===== src/hw/rtl/ssem_pkg.sv =====
// shared types and codes for the sequence store
// no dependencies; imported by the front end, back end, top level and checkers
package ssem_pkg;

    // operation codes carried in the op field of an input item
    typedef enum logic [2:0] {
        OP_INS_FRONT = 3'd0,
        OP_INS_MID   = 3'd1,
        OP_INS_END   = 3'd2,
        OP_DEL_FRONT = 3'd3,
        OP_DEL_MID   = 3'd4,
        OP_DEL_END   = 3'd5
    } t_op;

    // result status codes
    typedef enum logic [1:0] {
        STAT_DONE  = 2'd0,
        STAT_FULL  = 2'd1,
        STAT_EMPTY = 2'd2
    } t_status;

    // what the back end has to do with the store
    typedef enum logic [1:0] {
        KIND_NONE = 2'd0,
        KIND_INS  = 2'd1,
        KIND_DEL  = 2'd2
    } t_kind;

    // back end sequencer states
    typedef enum logic [1:0] {
        BK_IDLE  = 2'd0,
        BK_SHIFT = 2'd1,
        BK_PLACE = 2'd2,
        BK_EMIT  = 2'd3
    } t_back_state;

    typedef struct packed {
        logic        [2:0]  op;
        logic signed [31:0] value;
    } t_in_item;

    typedef struct packed {
        logic signed [31:0] element;
        logic        [3:0]  position;
        logic               element_valid;
        logic        [4:0]  length;
        logic        [1:0]  status;
        logic               last;
    } t_out_item;

    // classified command passed from front to back
    typedef struct packed {
        t_kind              kind;
        t_status            status;
        logic signed [31:0] value;
    } t_cmd;

endpackage


===== src/hw/rtl/ssem_ram.sv =====
// generic single-write, single-read memory with registered read data
// no dependencies
module ssem_ram #(
    parameter int WIDTH = 32,
    parameter int DEPTH = 16,
    parameter int AW    = (DEPTH > 1) ? $clog2(DEPTH) : 1
) (
    input  logic             i_clk,
    input  logic             i_we,
    input  logic [AW-1:0]    i_waddr,
    input  logic [WIDTH-1:0] i_wdata,
    input  logic             i_re,
    input  logic [AW-1:0]    i_raddr,
    output logic [WIDTH-1:0] o_rdata
);

    logic [WIDTH-1:0] r_mem [DEPTH];
    logic [WIDTH-1:0] r_rdata;

    // write port
    always_ff @(posedge i_clk) begin
        if (i_we) begin
            r_mem[i_waddr] <= i_wdata;
        end
    end

    // read port, data held when not enabled
    always_ff @(posedge i_clk) begin
        if (i_re) begin
            r_rdata <= r_mem[i_raddr];
        end
    end

    assign o_rdata = r_rdata;

endmodule


===== src/hw/rtl/ssem_front.sv =====
// front end: accepts input items and classifies them into commands
// depends on ssem_pkg; keeps a shadow of the element count
module ssem_front #(
    parameter int DEPTH = 16,
    parameter int CW    = $clog2(DEPTH + 1),
    parameter int AW    = (DEPTH > 1) ? $clog2(DEPTH) : 1
) (
    input  logic              i_clk,
    input  logic              i_rst_n,
    input  logic              i_in_valid,
    output logic              o_in_stall,
    input  ssem_pkg::t_in_item i_in_data,
    input  logic              i_q_full,
    output logic              o_push,
    output ssem_pkg::t_cmd    o_cmd,
    output logic [AW-1:0]     o_at,
    output logic [CW-1:0]     o_pre
);

    import ssem_pkg::*;

    logic [CW-1:0] r_count;
    logic [CW-1:0] n_count;
    logic [CW-1:0] n_at;
    t_kind         n_kind;
    t_status       n_status;
    logic          full;
    logic          empty;

    assign full       = (r_count == CW'(DEPTH));
    assign empty      = (r_count == '0);
    assign o_in_stall = i_q_full;
    assign o_push     = i_in_valid && !i_q_full;

    // decode op into kind, status and target index
    always_comb begin
        n_kind   = KIND_NONE;
        n_status = STAT_DONE;
        n_at     = '0;
        unique case (t_op'(i_in_data.op))
            OP_INS_FRONT, OP_INS_MID, OP_INS_END: begin
                if (full) begin
                    n_status = STAT_FULL;
                end else begin
                    n_kind = KIND_INS;
                    if (t_op'(i_in_data.op) == OP_INS_MID) begin
                        n_at = r_count >> 1;
                    end else if (t_op'(i_in_data.op) == OP_INS_END) begin
                        n_at = r_count;
                    end
                end
            end
            OP_DEL_FRONT, OP_DEL_MID, OP_DEL_END: begin
                if (empty) begin
                    n_status = STAT_EMPTY;
                end else begin
                    n_kind = KIND_DEL;
                    if (t_op'(i_in_data.op) == OP_DEL_MID) begin
                        n_at = r_count >> 1;
                    end else if (t_op'(i_in_data.op) == OP_DEL_END) begin
                        n_at = r_count - CW'(1);
                    end
                end
            end
            default: begin
                n_kind = KIND_NONE;
            end
        endcase
    end

    // count after this command
    always_comb begin
        n_count = r_count;
        if (n_kind == KIND_INS) begin
            n_count = r_count + CW'(1);
        end else if (n_kind == KIND_DEL) begin
            n_count = r_count - CW'(1);
        end
    end

    always_ff @(posedge i_clk) begin
        if (!i_rst_n) begin
            r_count <= '0;
        end else if (o_push) begin
            r_count <= n_count;
        end
    end

    assign o_cmd.kind   = n_kind;
    assign o_cmd.status = n_status;
    assign o_cmd.value  = i_in_data.value;
    assign o_at         = n_at[AW-1:0];
    assign o_pre        = r_count;

endmodule


===== src/hw/rtl/ssem_queue.sv =====
// two-entry command queue between front and back
// no dependencies
module ssem_queue #(
    parameter int WIDTH = 40
) (
    input  logic             i_clk,
    input  logic             i_rst_n,
    input  logic             i_push,
    input  logic [WIDTH-1:0] i_data,
    output logic             o_full,
    input  logic             i_pop,
    output logic             o_valid,
    output logic [WIDTH-1:0] o_data
);

    logic [WIDTH-1:0] r_mem [2];
    logic             r_wp;
    logic             r_rp;
    logic [1:0]       r_fill;

    assign o_full  = (r_fill == 2'd2);
    assign o_valid = (r_fill != 2'd0);
    assign o_data  = r_mem[r_rp];

    // pointers and fill level
    always_ff @(posedge i_clk) begin
        if (!i_rst_n) begin
            r_wp   <= 1'b0;
            r_rp   <= 1'b0;
            r_fill <= 2'd0;
        end else begin
            if (i_push) begin
                r_wp <= ~r_wp;
            end
            if (i_pop) begin
                r_rp <= ~r_rp;
            end
            if (i_push && !i_pop) begin
                r_fill <= r_fill + 2'd1;
            end else if (i_pop && !i_push) begin
                r_fill <= r_fill - 2'd1;
            end
        end
    end

    // entry storage
    always_ff @(posedge i_clk) begin
        if (i_push) begin
            r_mem[r_wp] <= i_data;
        end
    end

endmodule


===== src/hw/rtl/ssem_back.sv =====
// back end: shifts the store in memory and streams the sequence out
// depends on ssem_pkg and ssem_ram
module ssem_back #(
    parameter int DEPTH = 16,
    parameter int CW    = $clog2(DEPTH + 1),
    parameter int AW    = (DEPTH > 1) ? $clog2(DEPTH) : 1
) (
    input  logic               i_clk,
    input  logic               i_rst_n,
    input  logic               i_q_valid,
    output logic               o_pop,
    input  ssem_pkg::t_cmd     i_cmd,
    input  logic [AW-1:0]      i_at,
    input  logic [CW-1:0]      i_pre,
    output logic               o_out_valid,
    input  logic               i_out_stall,
    output ssem_pkg::t_out_item o_out_data
);

    import ssem_pkg::*;

    t_back_state r_state, n_state;
    t_kind       r_kind, n_kind;
    t_status     r_status, n_status;
    logic signed [31:0] r_value, n_value;
    logic [AW-1:0] r_at, n_at;
    logic [CW-1:0] r_cnt, n_cnt;
    logic [CW-1:0] r_left, n_left;
    logic [CW-1:0] r_src, n_src;
    logic          r_wpend, n_wpend;
    logic [AW-1:0] r_widx, n_widx;
    logic [CW-1:0] r_emit_idx, n_emit_idx;
    logic          r_rd_vld, n_rd_vld;
    logic [CW-1:0] r_rd_pos, n_rd_pos;
    logic          r_rd_last, n_rd_last;
    logic          r_rd_ev, n_rd_ev;
    logic          r_out_vld, n_out_vld;
    t_out_item     r_out, n_out;

    logic          ram_we;
    logic [AW-1:0] ram_waddr;
    logic [31:0]   ram_wdata;
    logic          ram_re;
    logic [AW-1:0] ram_raddr;
    logic [31:0]   ram_rdata;

    logic          load_out;
    logic          adv;
    logic          emit_last;
    logic [CW-1:0] at_ext;
    logic [CW+3:0] pos_ext;
    logic [CW+4:0] len_ext;

    ssem_ram #(
        .WIDTH (32),
        .DEPTH (DEPTH)
    ) u_ram (
        .i_clk   (i_clk),
        .i_we    (ram_we),
        .i_waddr (ram_waddr),
        .i_wdata (ram_wdata),
        .i_re    (ram_re),
        .i_raddr (ram_raddr),
        .o_rdata (ram_rdata)
    );

    // read stage feeds the output register
    assign load_out  = r_rd_vld && (!r_out_vld || !i_out_stall);
    assign adv       = !r_rd_vld || load_out;
    assign emit_last = (r_cnt == '0) || ((r_emit_idx + CW'(1)) == r_cnt);
    assign at_ext    = CW'(i_at);
    assign pos_ext   = {4'b0, r_rd_pos};
    assign len_ext   = {5'b0, r_cnt};

    // sequencer next state and memory control
    always_comb begin
        n_state    = r_state;
        n_kind     = r_kind;
        n_status   = r_status;
        n_value    = r_value;
        n_at       = r_at;
        n_cnt      = r_cnt;
        n_left     = r_left;
        n_src      = r_src;
        n_wpend    = r_wpend;
        n_widx     = r_widx;
        n_emit_idx = r_emit_idx;
        n_rd_vld   = r_rd_vld;
        n_rd_pos   = r_rd_pos;
        n_rd_last  = r_rd_last;
        n_rd_ev    = r_rd_ev;
        o_pop      = 1'b0;
        ram_we     = 1'b0;
        ram_waddr  = r_widx;
        ram_wdata  = ram_rdata;
        ram_re     = 1'b0;
        ram_raddr  = r_src[AW-1:0];

        if (load_out) begin
            n_rd_vld = 1'b0;
        end

        // finish the move whose read was issued last cycle
        if (r_wpend) begin
            ram_we  = 1'b1;
            n_wpend = 1'b0;
        end

        unique case (r_state)
            BK_IDLE: begin
                if (i_q_valid && !r_rd_vld) begin
                    o_pop      = 1'b1;
                    n_kind     = i_cmd.kind;
                    n_status   = i_cmd.status;
                    n_value    = i_cmd.value;
                    n_at       = i_at;
                    n_emit_idx = '0;
                    n_cnt      = i_pre;
                    n_left     = '0;
                    n_src      = '0;
                    n_state    = BK_EMIT;
                    if (i_cmd.kind == KIND_INS) begin
                        n_cnt   = i_pre + CW'(1);
                        n_left  = i_pre - at_ext;
                        n_src   = i_pre - CW'(1);
                        n_state = BK_SHIFT;
                    end else if (i_cmd.kind == KIND_DEL) begin
                        n_cnt   = i_pre - CW'(1);
                        n_left  = i_pre - CW'(1) - at_ext;
                        n_src   = at_ext + CW'(1);
                        n_state = BK_SHIFT;
                    end
                end
            end
            BK_SHIFT: begin
                if (r_left != '0) begin
                    ram_re  = 1'b1;
                    n_left  = r_left - CW'(1);
                    n_wpend = 1'b1;
                    if (r_kind == KIND_INS) begin
                        n_widx = r_src[AW-1:0] + AW'(1);
                        n_src  = r_src - CW'(1);
                    end else begin
                        n_widx = r_src[AW-1:0] - AW'(1);
                        n_src  = r_src + CW'(1);
                    end
                end else if (!r_wpend) begin
                    n_state = (r_kind == KIND_INS) ? BK_PLACE : BK_EMIT;
                end
            end
            BK_PLACE: begin
                ram_we    = 1'b1;
                ram_waddr = r_at;
                ram_wdata = r_value;
                n_state   = BK_EMIT;
            end
            BK_EMIT: begin
                if (adv) begin
                    ram_re     = (r_cnt != '0);
                    ram_raddr  = r_emit_idx[AW-1:0];
                    n_rd_vld   = 1'b1;
                    n_rd_pos   = r_emit_idx;
                    n_rd_ev    = (r_cnt != '0);
                    n_rd_last  = emit_last;
                    n_emit_idx = r_emit_idx + CW'(1);
                    if (emit_last) begin
                        n_state = BK_IDLE;
                    end
                end
            end
            default: begin
                n_state = BK_IDLE;
            end
        endcase
    end

    // output register
    always_comb begin
        n_out_vld = r_out_vld;
        n_out     = r_out;
        if (load_out) begin
            n_out_vld             = 1'b1;
            n_out.element         = r_rd_ev ? $signed(ram_rdata) : 32'sd0;
            n_out.position        = pos_ext[3:0];
            n_out.element_valid   = r_rd_ev;
            n_out.length          = len_ext[4:0];
            n_out.status          = r_status;
            n_out.last            = r_rd_last;
        end else if (r_out_vld && !i_out_stall) begin
            n_out_vld = 1'b0;
        end
    end

    // control registers
    always_ff @(posedge i_clk) begin
        if (!i_rst_n) begin
            r_state   <= BK_IDLE;
            r_wpend   <= 1'b0;
            r_rd_vld  <= 1'b0;
            r_out_vld <= 1'b0;
        end else begin
            r_state   <= n_state;
            r_wpend   <= n_wpend;
            r_rd_vld  <= n_rd_vld;
            r_out_vld <= n_out_vld;
        end
    end

    // payload registers
    always_ff @(posedge i_clk) begin
        r_kind     <= n_kind;
        r_status   <= n_status;
        r_value    <= n_value;
        r_at       <= n_at;
        r_cnt      <= n_cnt;
        r_left     <= n_left;
        r_src      <= n_src;
        r_widx     <= n_widx;
        r_emit_idx <= n_emit_idx;
        r_rd_pos   <= n_rd_pos;
        r_rd_last  <= n_rd_last;
        r_rd_ev    <= n_rd_ev;
        r_out      <= n_out;
    end

    assign o_out_valid = r_out_vld;
    assign o_out_data  = r_out;

endmodule


===== src/hw/rtl/sequence_store_end_mid_ops.sv =====
// top level of the sequence store: front end, command queue, back end
// depends on ssem_pkg, ssem_front, ssem_queue, ssem_back
//
//   channel | direction | handshake                 | payload
//   --------+-----------+---------------------------+-----------------------
//   in      | input     | i_in_valid / o_in_stall   | i_in_data  (t_in_item)
//   out     | output    | o_out_valid / i_out_stall | o_out_data (t_out_item)
//
// an item takes its command from the queue, moves the shifted elements in the memory
// shift loop, places an inserted value, then reads out one result per element (one
// result for an empty store) and frees the read stage; up to DEPTH-1 elements move,
// one at a time through the single write and read port of the store memory.
// reset clears the element count; store contents are unknown until written.
// the front takes up to two items ahead into the queue while the back works,
// and out stalls hold the output and read stages and pause the emit sequence.
module sequence_store_end_mid_ops #(
    parameter int DEPTH = 16
) (
    input  logic               i_clk,
    input  logic               i_rst_n,
    input  logic               i_in_valid,
    output logic               o_in_stall,
    input  ssem_pkg::t_in_item i_in_data,
    output logic               o_out_valid,
    input  logic               i_out_stall,
    output ssem_pkg::t_out_item o_out_data
);

    import ssem_pkg::*;

    localparam int CW = $clog2(DEPTH + 1);
    localparam int AW = (DEPTH > 1) ? $clog2(DEPTH) : 1;
    localparam int QW = $bits(t_cmd) + AW + CW;

    t_cmd          f_cmd;
    logic [AW-1:0] f_at;
    logic [CW-1:0] f_pre;
    logic          f_push;
    logic          q_full;
    logic          q_valid;
    logic          q_pop;
    logic [QW-1:0] q_data;
    t_cmd          b_cmd;
    logic [AW-1:0] b_at;
    logic [CW-1:0] b_pre;

    ssem_front #(
        .DEPTH (DEPTH)
    ) u_front (
        .i_clk      (i_clk),
        .i_rst_n    (i_rst_n),
        .i_in_valid (i_in_valid),
        .o_in_stall (o_in_stall),
        .i_in_data  (i_in_data),
        .i_q_full   (q_full),
        .o_push     (f_push),
        .o_cmd      (f_cmd),
        .o_at       (f_at),
        .o_pre      (f_pre)
    );

    ssem_queue #(
        .WIDTH (QW)
    ) u_queue (
        .i_clk   (i_clk),
        .i_rst_n (i_rst_n),
        .i_push  (f_push),
        .i_data  ({f_cmd, f_at, f_pre}),
        .o_full  (q_full),
        .i_pop   (q_pop),
        .o_valid (q_valid),
        .o_data  (q_data)
    );

    assign {b_cmd, b_at, b_pre} = q_data;

    ssem_back #(
        .DEPTH (DEPTH)
    ) u_back (
        .i_clk       (i_clk),
        .i_rst_n     (i_rst_n),
        .i_q_valid   (q_valid),
        .o_pop       (q_pop),
        .i_cmd       (b_cmd),
        .i_at        (b_at),
        .i_pre       (b_pre),
        .o_out_valid (o_out_valid),
        .i_out_stall (i_out_stall),
        .o_out_data  (o_out_data)
    );

endmodule


===== config.mk =====
export PLATFORM = sky130hd
export DESIGN_NAME = sequence_store_end_mid_ops
export DESIGN_NICKNAME = d
export VERILOG_FILES = /design/src/hw/rtl/ssem_pkg.sv /design/src/hw/rtl/ssem_ram.sv /design/src/hw/rtl/ssem_front.sv /design/src/hw/rtl/ssem_queue.sv /design/src/hw/rtl/ssem_back.sv /design/src/hw/rtl/sequence_store_end_mid_ops.sv
export SDC_FILE = /design/constraint.sdc
export NUM_CORES = 1
export LEC_CHECK = 0
export BUFFER_PORTS_ARGS = -buffer_cell sky130_fd_sc_hd__buf_2
export CORE_ASPECT_RATIO = 1.5
export CORE_UTILIZATION = 65
export CTS_BUF_LIST = sky130_fd_sc_hd__clkbuf_2
export CTS_CLUSTER_DIAMETER = 120
export DETAILED_ROUTE_END_ITERATION = 8
export PLACE_DENSITY = 0.88
export SYNTH_ARGS = -nofsm -noshare
export SYNTH_HDL_FRONTEND = slang
export SYNTH_SLANG_ARGS = --single-unit

===== constraint.sdc =====
create_clock -name i_clk -period 9.39 [get_ports i_clk]
set_input_delay 0.939 -clock i_clk [delete_from_list [all_inputs] [get_ports i_clk]]
set_output_delay 0.939 -clock i_clk [all_outputs]
set_load 0.02 [all_outputs]

==> run_results.csv, run 1 <==
group,metric,value,unit
routing,drt_wl_total,77200,microns
global_routing,grt_max_degree,80,
layout,area_growth,9.56,%
hold_path,hp-class,"input pin to register",
yosys,syn_nets,2079,
timing,finalSetupViolCount,0,
yosys,yosysTopAreaCellShare,0.719,
yosys,synth_xor_area_frac,0.0123,
yosys,synth_mux_area_frac,0.0502,
setup_path,critPathKind,"register to register",
timing,finalMaxSlewViolations,0,
pwr,p_per_area,338,nW/um^2
place,post_dp_cell_area,32300,sq um
yosys,synth_seq_cells,763,
clock_network,clk_pin_slew,130,ps
pwr,vdd_ir_drop_max,0.000216,V
yosys,synth_fa_ha_area_frac,0.0142,
layout,drive_above_1_share,0.218,
timing,skew,91.7,ps
floorplanning,dieArea,48900,sq um
global_routing,grt_use_met3,0.0655,
timing,rsz0062_at_grt,"no",
clock_network,cts_buffers,163,
hold_path,holdPathStages,3,
floorplanning,rows,98,
setup_path,critPathMaxFanout,79,
setup_path,arrival,5530,ps
run,drv_cap,0,
timing,max_slew_margin,0.271,
clock_network,cts_sinks,763,
routing,dr_total_vias,19900,
timing,timing.fmax,0.217,GHz
global_routing,grt_overflow_total,0,
global_routing,gr-max-usage-layer,"met2",
routing,via_per_inst,6.80,
clock_network,cts-resized-gates,0,
yosys,synth_edf_count,748,
timing,period_minus_slack,4610,ps
global_routing,grt_first_pass_wirelength,115000,microns
timing,worst_slew_pin_slew,1090,ps
yosys,yosys.area_share.simple,0.0591,
routing,drtIter0Drc,2493,
place,hpwl,42200,microns
place,io_buffers,85,
global_routing,grt.met2_usage,0.535,
clock_network,cts_setup_buffers,0,
yosys,yosysWarnings,0,
setup_path,rr_startpoint,"u_back.r_state[0]",
setup_path,critPathCaptureType,"register",
yosys,ys_types,60,
global_routing,grt_pass1_vias,20600,
yosys,synth_cells,2007,
layout,design_area,34200,sq um
routing,antenna_left,0,
setup_path,startpoint,"u_back.r_state[0]",
timing,tns,0,ps
yosys,yosysTopAreaCell,"edfxtp_1",
global_routing,met1_usage,0.376,
setup_path,reg2reg_depth,9,
place,place_ws,4780,ps
floorplanning,initial_core_util,0.656,
hold_path,hold_start,"i_out_stall",
yosys,yosys-top-cells-area,"edfxtp_1 (72%), mux2i_1 (2.6%), mux2_2 (2.5%)",
clock_network,clock_path_buffers,3,
clock_network,cts_tree,"yes",
clock_network,clk_latency,1210,ps
clock_network,cts_max_level,4,
floorplanning,coreArea,47600,sq um
global_routing,antenna_found_initial,2,
global_routing,track_usage,0.319,
clock_network,clockRootBuffer,"clkbuf_2",
yosys,synth_compound_area_frac,0.107,
floorplanning,ios,86,
timing,setup_ws,4780,ps
yosys,synth_top_family_by_area,"compound AO/OA/AOI/OAI gates",
clock_network,cts.hold.buffers_added,32,
layout,nNetsFinal,2276,
outcome,outcome,"finished, final reports clean",
setup_path,required,10300,ps
routing,first_pass_iters,8,
routing,wl_per_cell,26.4,microns
timing,fin_crit_sh,0.491,
setup_path,start_kind,"register",
place,gp_congestion,0.855,
yosys,synth_area,31200,sq um
routing,drcViolationCount,0,
yosys,yosysSeqAreaShare,0.729,
yosys,synthFlopType,"edfxtp_1",
yosys,avgSynthCellArea,15.6,sq um
floorplanning,die_w,181,microns
timing,hold_viol_final,0,
yosys,async_flop_share,0,
pwr,p_leak,12.0,nW
floorplanning,die_h,270,microns
## cell families after synthesis
group | count (synthesis)
AOI/OAI and AO/OA | 423
and+or+nand+nor | 397
muxes | 148
DFF | 763
xor gates and xnor gates | 44
buffers and inverters | 199
adders and majority gates | 33
## path summary, 6_finish.rpt
| path | to | slack, ps |
|---|---|---|
| max | u_back.u_ram.o_rdata[6] | 4780 |
| min | u_back.o_out_valid | 150 |
| max reg2reg | u_back.u_ram.o_rdata[6] | 4780 |
| min reg2reg | u_back.o_out_data[0] | 450 |
## stage by stage
step           std cells  hold slack (ps)  power, mW  utilization
2_1_floorplan       2007              400       8.08            -
5_1_grt             2921             88.5       12.0        0.719
3_3_place_gp        2607              406       9.10        0.679
4_1_cts             2919             75.3       11.4        0.719
3_5_place_dp        2607              405       9.35        0.679
6_report            2921              147       11.5        0.719
## power by group
part | switching [mW] | total [mW] | internal [mW]
logic | 2.83 | 4.25 | 1.41
registers | 0.303 | 5.18 | 4.88
clock network | 1.23 | 2.12 | 0.889
## registers in the layout, summed over array words and instances, names as in the netlist, 2 cells and up, named ones only
name	cells
u_back.r_rd_pos	4
u_back.r_state	2
u_back.r_cnt	5
u_back.r_value	32
u_back.u_ram.r_mem	512
u_back.r_at	4
u_queue.r_fill	2
u_back.r_left	5
u_back.u_ram.o_rdata	32
u_back.r_status	2
u_back.r_emit_idx	5
u_queue.r_mem	90
u_back.o_out_data	45
u_back.r_src	4
u_back.r_kind	2
u_front.o_pre	5
u_back.r_widx	4
## synthesized netlist by cell type (3+ instances only)
cell / n
ha_1: 29
a211oi_1: 62
fa_1: 4
buf_2: 34
clkbuf_1: 72
mux2_2: 68
a31oi_1: 76
nor3_1: 8
nand3b_1: 3
and3_1: 58
o21a_1: 33
nor2b_1: 9
a221oi_1: 50
xor2_1: 14
a221o_1: 24
a21oi_1: 24
o21ai_0: 24
nand3_1: 9
inv_1: 69
nor2_1: 53
mux2i_1: 80
o22ai_1: 4
a22oi_1: 13
a2111oi_0: 32
xnor2_1: 30
a21boi_0: 3
buf_1: 7
dfxtp_1: 15
nand4_1: 3
edfxtp_1: 748
buf_6: 8
nand2_1: 203
and2_1: 35
a221oi_2: 20
buf_4: 6
o32a_1: 10
a21o_1: 5
nand2b_1: 4
a311oi_1: 32
## placed cells by master (no fill, tap or decap), types with 44 or more instances in the layout
cell      netlist  layout
a211oi_1       62      61
a221oi_1       50      50
a31oi_1        76      76
and3_1         58      58
buf_2          34      85
buf_4           6      44
clkbuf_2        0     238
edfxtp_1      748     748
inv_1          69      68
mux2_2         68      68
mux2i_1        80      78
nand2_1       203     202
## critical path, cell delays in order (launching register included)
cell and delay (ps):
dfxtp_1 370, ha_1 430, and2_1 270, buf_4 260, a211oi_4 960, buf_4 890
mux2i_1 330, a221oi_1 160, o21a_1 260, a221o_1 260
## layer usage
layer | routed length [microns] | vias up
met3 | 8330 | 366
met2 | 38800 | 1536
met4 | 4490 | 0
met5 | 0 | -
li1 | - | 8376
met1 | 25600 | 9598
## area by class of cell
class	instances	area, sq um
Multi-Input combinational cell	1045	7780
Antenna cell	2	5.00
Timing Repair Buffer	161	1080
Tap cell	600	751
Fill cell	2810	13400
Clock inverter	42	377
Sequential cell	763	22800
Inverter	70	263
Clock buffer	238	1190
(Power assumes the default switching activity.)
==> inputs of run 2 (changes only) <==
--- a/config.mk
+++ b/config.mk
@@ -5,13 +5,14 @@
 export SDC_FILE = /design/constraint.sdc
 export NUM_CORES = 1
 export LEC_CHECK = 0
+export ABC_AREA = 1
 export BUFFER_PORTS_ARGS = -buffer_cell sky130_fd_sc_hd__buf_2
 export CORE_ASPECT_RATIO = 1.5
-export CORE_UTILIZATION = 65
+export CORE_UTILIZATION = 58
 export CTS_BUF_LIST = sky130_fd_sc_hd__clkbuf_2
 export CTS_CLUSTER_DIAMETER = 120
 export DETAILED_ROUTE_END_ITERATION = 8
-export PLACE_DENSITY = 0.88
+export PLACE_DENSITY = 0.83
 export SYNTH_ARGS = -nofsm -noshare
 export SYNTH_HDL_FRONTEND = slang
 export SYNTH_SLANG_ARGS = --single-unit
==> constraint.sdc (replaced) <==
create_clock -name i_clk -period 4 [get_ports i_clk]
set_input_delay 0.4 -clock i_clk [delete_from_list [all_inputs] [get_ports i_clk]]
set_output_delay 0.4 -clock i_clk [all_outputs]
set_load 0.02 [all_outputs]
==> run 2 against run 1 <==
Compared with the run above: area after synthesis up 5.7%; cell area up 7.3%; sequential power up 140%; clock skew up 0.72 ps; maximum frequency up 24%; critical endpoint is now u_front.o_pre[0].
==> run_results.csv, run 2 <==
group,metric,value,unit
outcome,outcome,"finished, final reports clean",
timing,hold_viol_final,0,
routing,first_pass_iters,7,
layout,layout_commonest_cell,"edfxtp_1",
yosys,ys_types,38,
yosys,async_flop_share,0,
yosys,yosysTopAreaCellShare,0.681,
yosys,synth_seq_cells,763,
timing,tns,0,ps
timing,rsz0062_at_grt,"no",
yosys,syn_nets,3089,
layout,area_growth,11.2,%
floorplanning,die_w,197,microns
timing,timing.fmax,0.269,GHz
yosys,yosysSeqAreaShare,0.690,
clock_network,clk_pin_slew,130,ps
timing,fin_crit_sh,0.928,
routing,drt_wl_total,80300,microns
layout,largest_reg_flops,512,
layout,finalNonFillerCells,4155,
setup_path,slowest_stage,"dlygate4sd3_1",
clock_network,cts_tree,"yes",
yosys,synthTopCellsByCount,"edfxtp_1 (748), nand2_1 (717), inv_1 (634)",
run,drv_cap,0,
global_routing,grt_first_pass_wirelength,122000,microns
timing,worst_slew_pin_slew,1040,ps
global_routing,track_usage,0.281,
global_routing,grt_overflow_total,0,
floorplanning,dieArea,57900,sq um
global_routing,grt_max_degree,92,
yosys,synthFlopType,"edfxtp_1",
place,hpwl,44600,microns
timing,finalSetupViolCount,0,
layout,nNetsFinal,3342,
pwr,vdd_ir_drop_max,0.000625,V
place,place_ws,876,ps
routing,drcViolationCount,0,
clock_network,cts-resized-gates,0,
clock_network,cts_buffers,162,
setup_path,critPathCaptureType,"register",
global_routing,grt.met2_usage,0.491,
place,io_buffers,85,
setup_path,required,5170,ps
pwr,p_leak,15.9,nW
yosys,yosys-top-cells-area,"edfxtp_1 (68%), nand2_1 (8.2%), nand3_1 (7.7%)",
clock_network,cts_sinks,763,
setup_path,critPathMaxFanout,7,
pwr,p_per_area,746,nW/um^2
layout,regMostFlops,"u_back.u_ram.r_mem",
clock_network,cts_max_level,4,
floorplanning,die_h,294,microns
global_routing,gr-max-usage-layer,"met2",
timing,max_slew_margin,0.304,
timing,finalMaxSlewViolations,0,
setup_path,arrival,4880,ps
floorplanning,rows,106,
yosys,synth_edf_count,748,
floorplanning,ios,86,
timing,setup_ws,286,ps
setup_path,max_stage_delay,570,ps
clock_network,clock_path_buffers,3,
floorplanning,coreArea,56000,sq um
clock_network,clockRootBuffer,"clkbuf_2",
global_routing,met1_usage,0.313,
global_routing,grt_pass1_vias,22800,
timing,period_minus_slack,3710,ps
global_routing,antenna_found_initial,2,
yosys,yosysTopAreaCell,"edfxtp_1",
setup_path,critPathKind,"register to register",
routing,drtIter0Drc,2836,
routing,via_per_inst,5.52,
yosys,avgSynthCellArea,10.9,sq um
routing,antenna_left,0,
setup_path,timing.critical_path.mode_cell,"inv_1",
place,dpl.cell_count,3785,
timing,skew,92.4,ps
layout,drive_above_1_share,0.137,
yosys,synth_cells,3017,
place,gp_congestion,0.867,
global_routing,grt_use_met3,0.0551,
layout,final_cell_mix,"edfxtp_1 (748), nand2_1 (717), inv_1 (633), nand3_1 (506), clkbuf_2 (223)",
setup_path,cp_cell_sequence,"inv_1 -> ha_1 -> nand3_1 -> inv_1 -> nor2_1 -> inv_1 -> ha_1 -> nor2_1 -> o21ai_0 -> dlygate4sd3_1 -> a21oi_1 -> dlygate4sd3_1",
clock_network,clk_latency,1240,ps
yosys,yosysMostFrequentCell,"edfxtp_1",
hold_path,hp-class,"input pin to register",
setup_path,start_kind,"register",
routing,dr_total_vias,22900,
floorplanning,initial_core_util,0.590,
routing,wl_per_cell,19.3,microns
pwr,p_total,27.4,mW
yosys,synth_area,33000,sq um
yosys,yosysWarnings,0,
-- run 2: changes by cell type after synthesis, sizes merged, moves of 67 or more --
cell    change
mux2i      -80
nand3     +497
nand2     +518
inv       +567
a31oi      -72
a221oi     -67
-- run 2: stage by stage --
stage / util / cell area [sq um] / hold WS, ps
after floorplan: - / 33000 / 400
after detailed placement: 0.614 / 34400 / 406
after CTS: 0.656 / 36700 / 35.2
after global routing: 0.656 / 36700 / 112
after global placement: 0.614 / 34400 / 405
final: 0.656 / 36700 / 126
-- run 2: kinds of logic (layout without fill, tap and decap cells) --
group / Yosys count / in the layout / share of synthesized area
and+or+nand+nor: 1300 / 1300 / 0.169
buffers and inverters: 764 / 1145 / 0.0939
DFF: 763 / 763 / 0.690
AOI/OAI and AO/OA: 108 / 108 / 0.0186
muxes: 34 / 34 / 0.0116
adders and majority gates: 33 / 33 / 0.0134
xor gates and xnor gates: 15 / 15 / 0.00398
other: 0 / 1 / 0
-- run 2: layout make-up --
class	instances	area [sq um]
Tap cell	756	946
Timing Repair Buffer	215	1690
Antenna cell	1	2.50
Clock buffer	223	1120
Fill cell	3938	19300
Inverter	638	2400
Clock inverter	69	413
Sequential cell	763	22800
Multi-Input combinational cell	1490	7360
-- run 2: critical path, delay by kind of cell (launching register included) --
kind,cells,cell delay (ps)
AO/OA/AOI/OAI,2,250
flip-flops,1,500
adder cells (fa/ha/maj),2,540
AND/OR/NAND/NOR,3,840
buffers and inverters,5,1510
-- run 2: worst paths after layout --
kind	start	end	slack (ps)	cells after the start
worst max-delay path	u_front.o_pre[0]	u_front.o_pre[0]	290	12
worst min-delay path	i_rst_n	u_front.o_pre[4]	130	4
worst max register to register	u_front.o_pre[0]	u_front.o_pre[0]	290	12
worst min register to register	u_back.r_rd_pos[2]	u_back.o_out_data[11]	420	0
-- run 2: where the power goes --
group          switching, mW  leakage (nW)  internal, mW
combinational           7.60          7.82          2.82
sequential             0.612          6.96          11.6
clock                   3.03          1.13          1.76
-- run 2: repair_timing --
item / in CTS / in global routing
hold buffers: 77 / 0
setup buffers: 0 / 0
hold endpoints to repair: 117 / 0
endpoints found under the setup margin: 0 / 0
-- run 2: metal layers --
metal,up-vias,share of wire
li1,10500,-
met1,10700,0.33
met2,1447,0.51
met3,358,0.10
met4,2,0.060
met5,-,0.00016
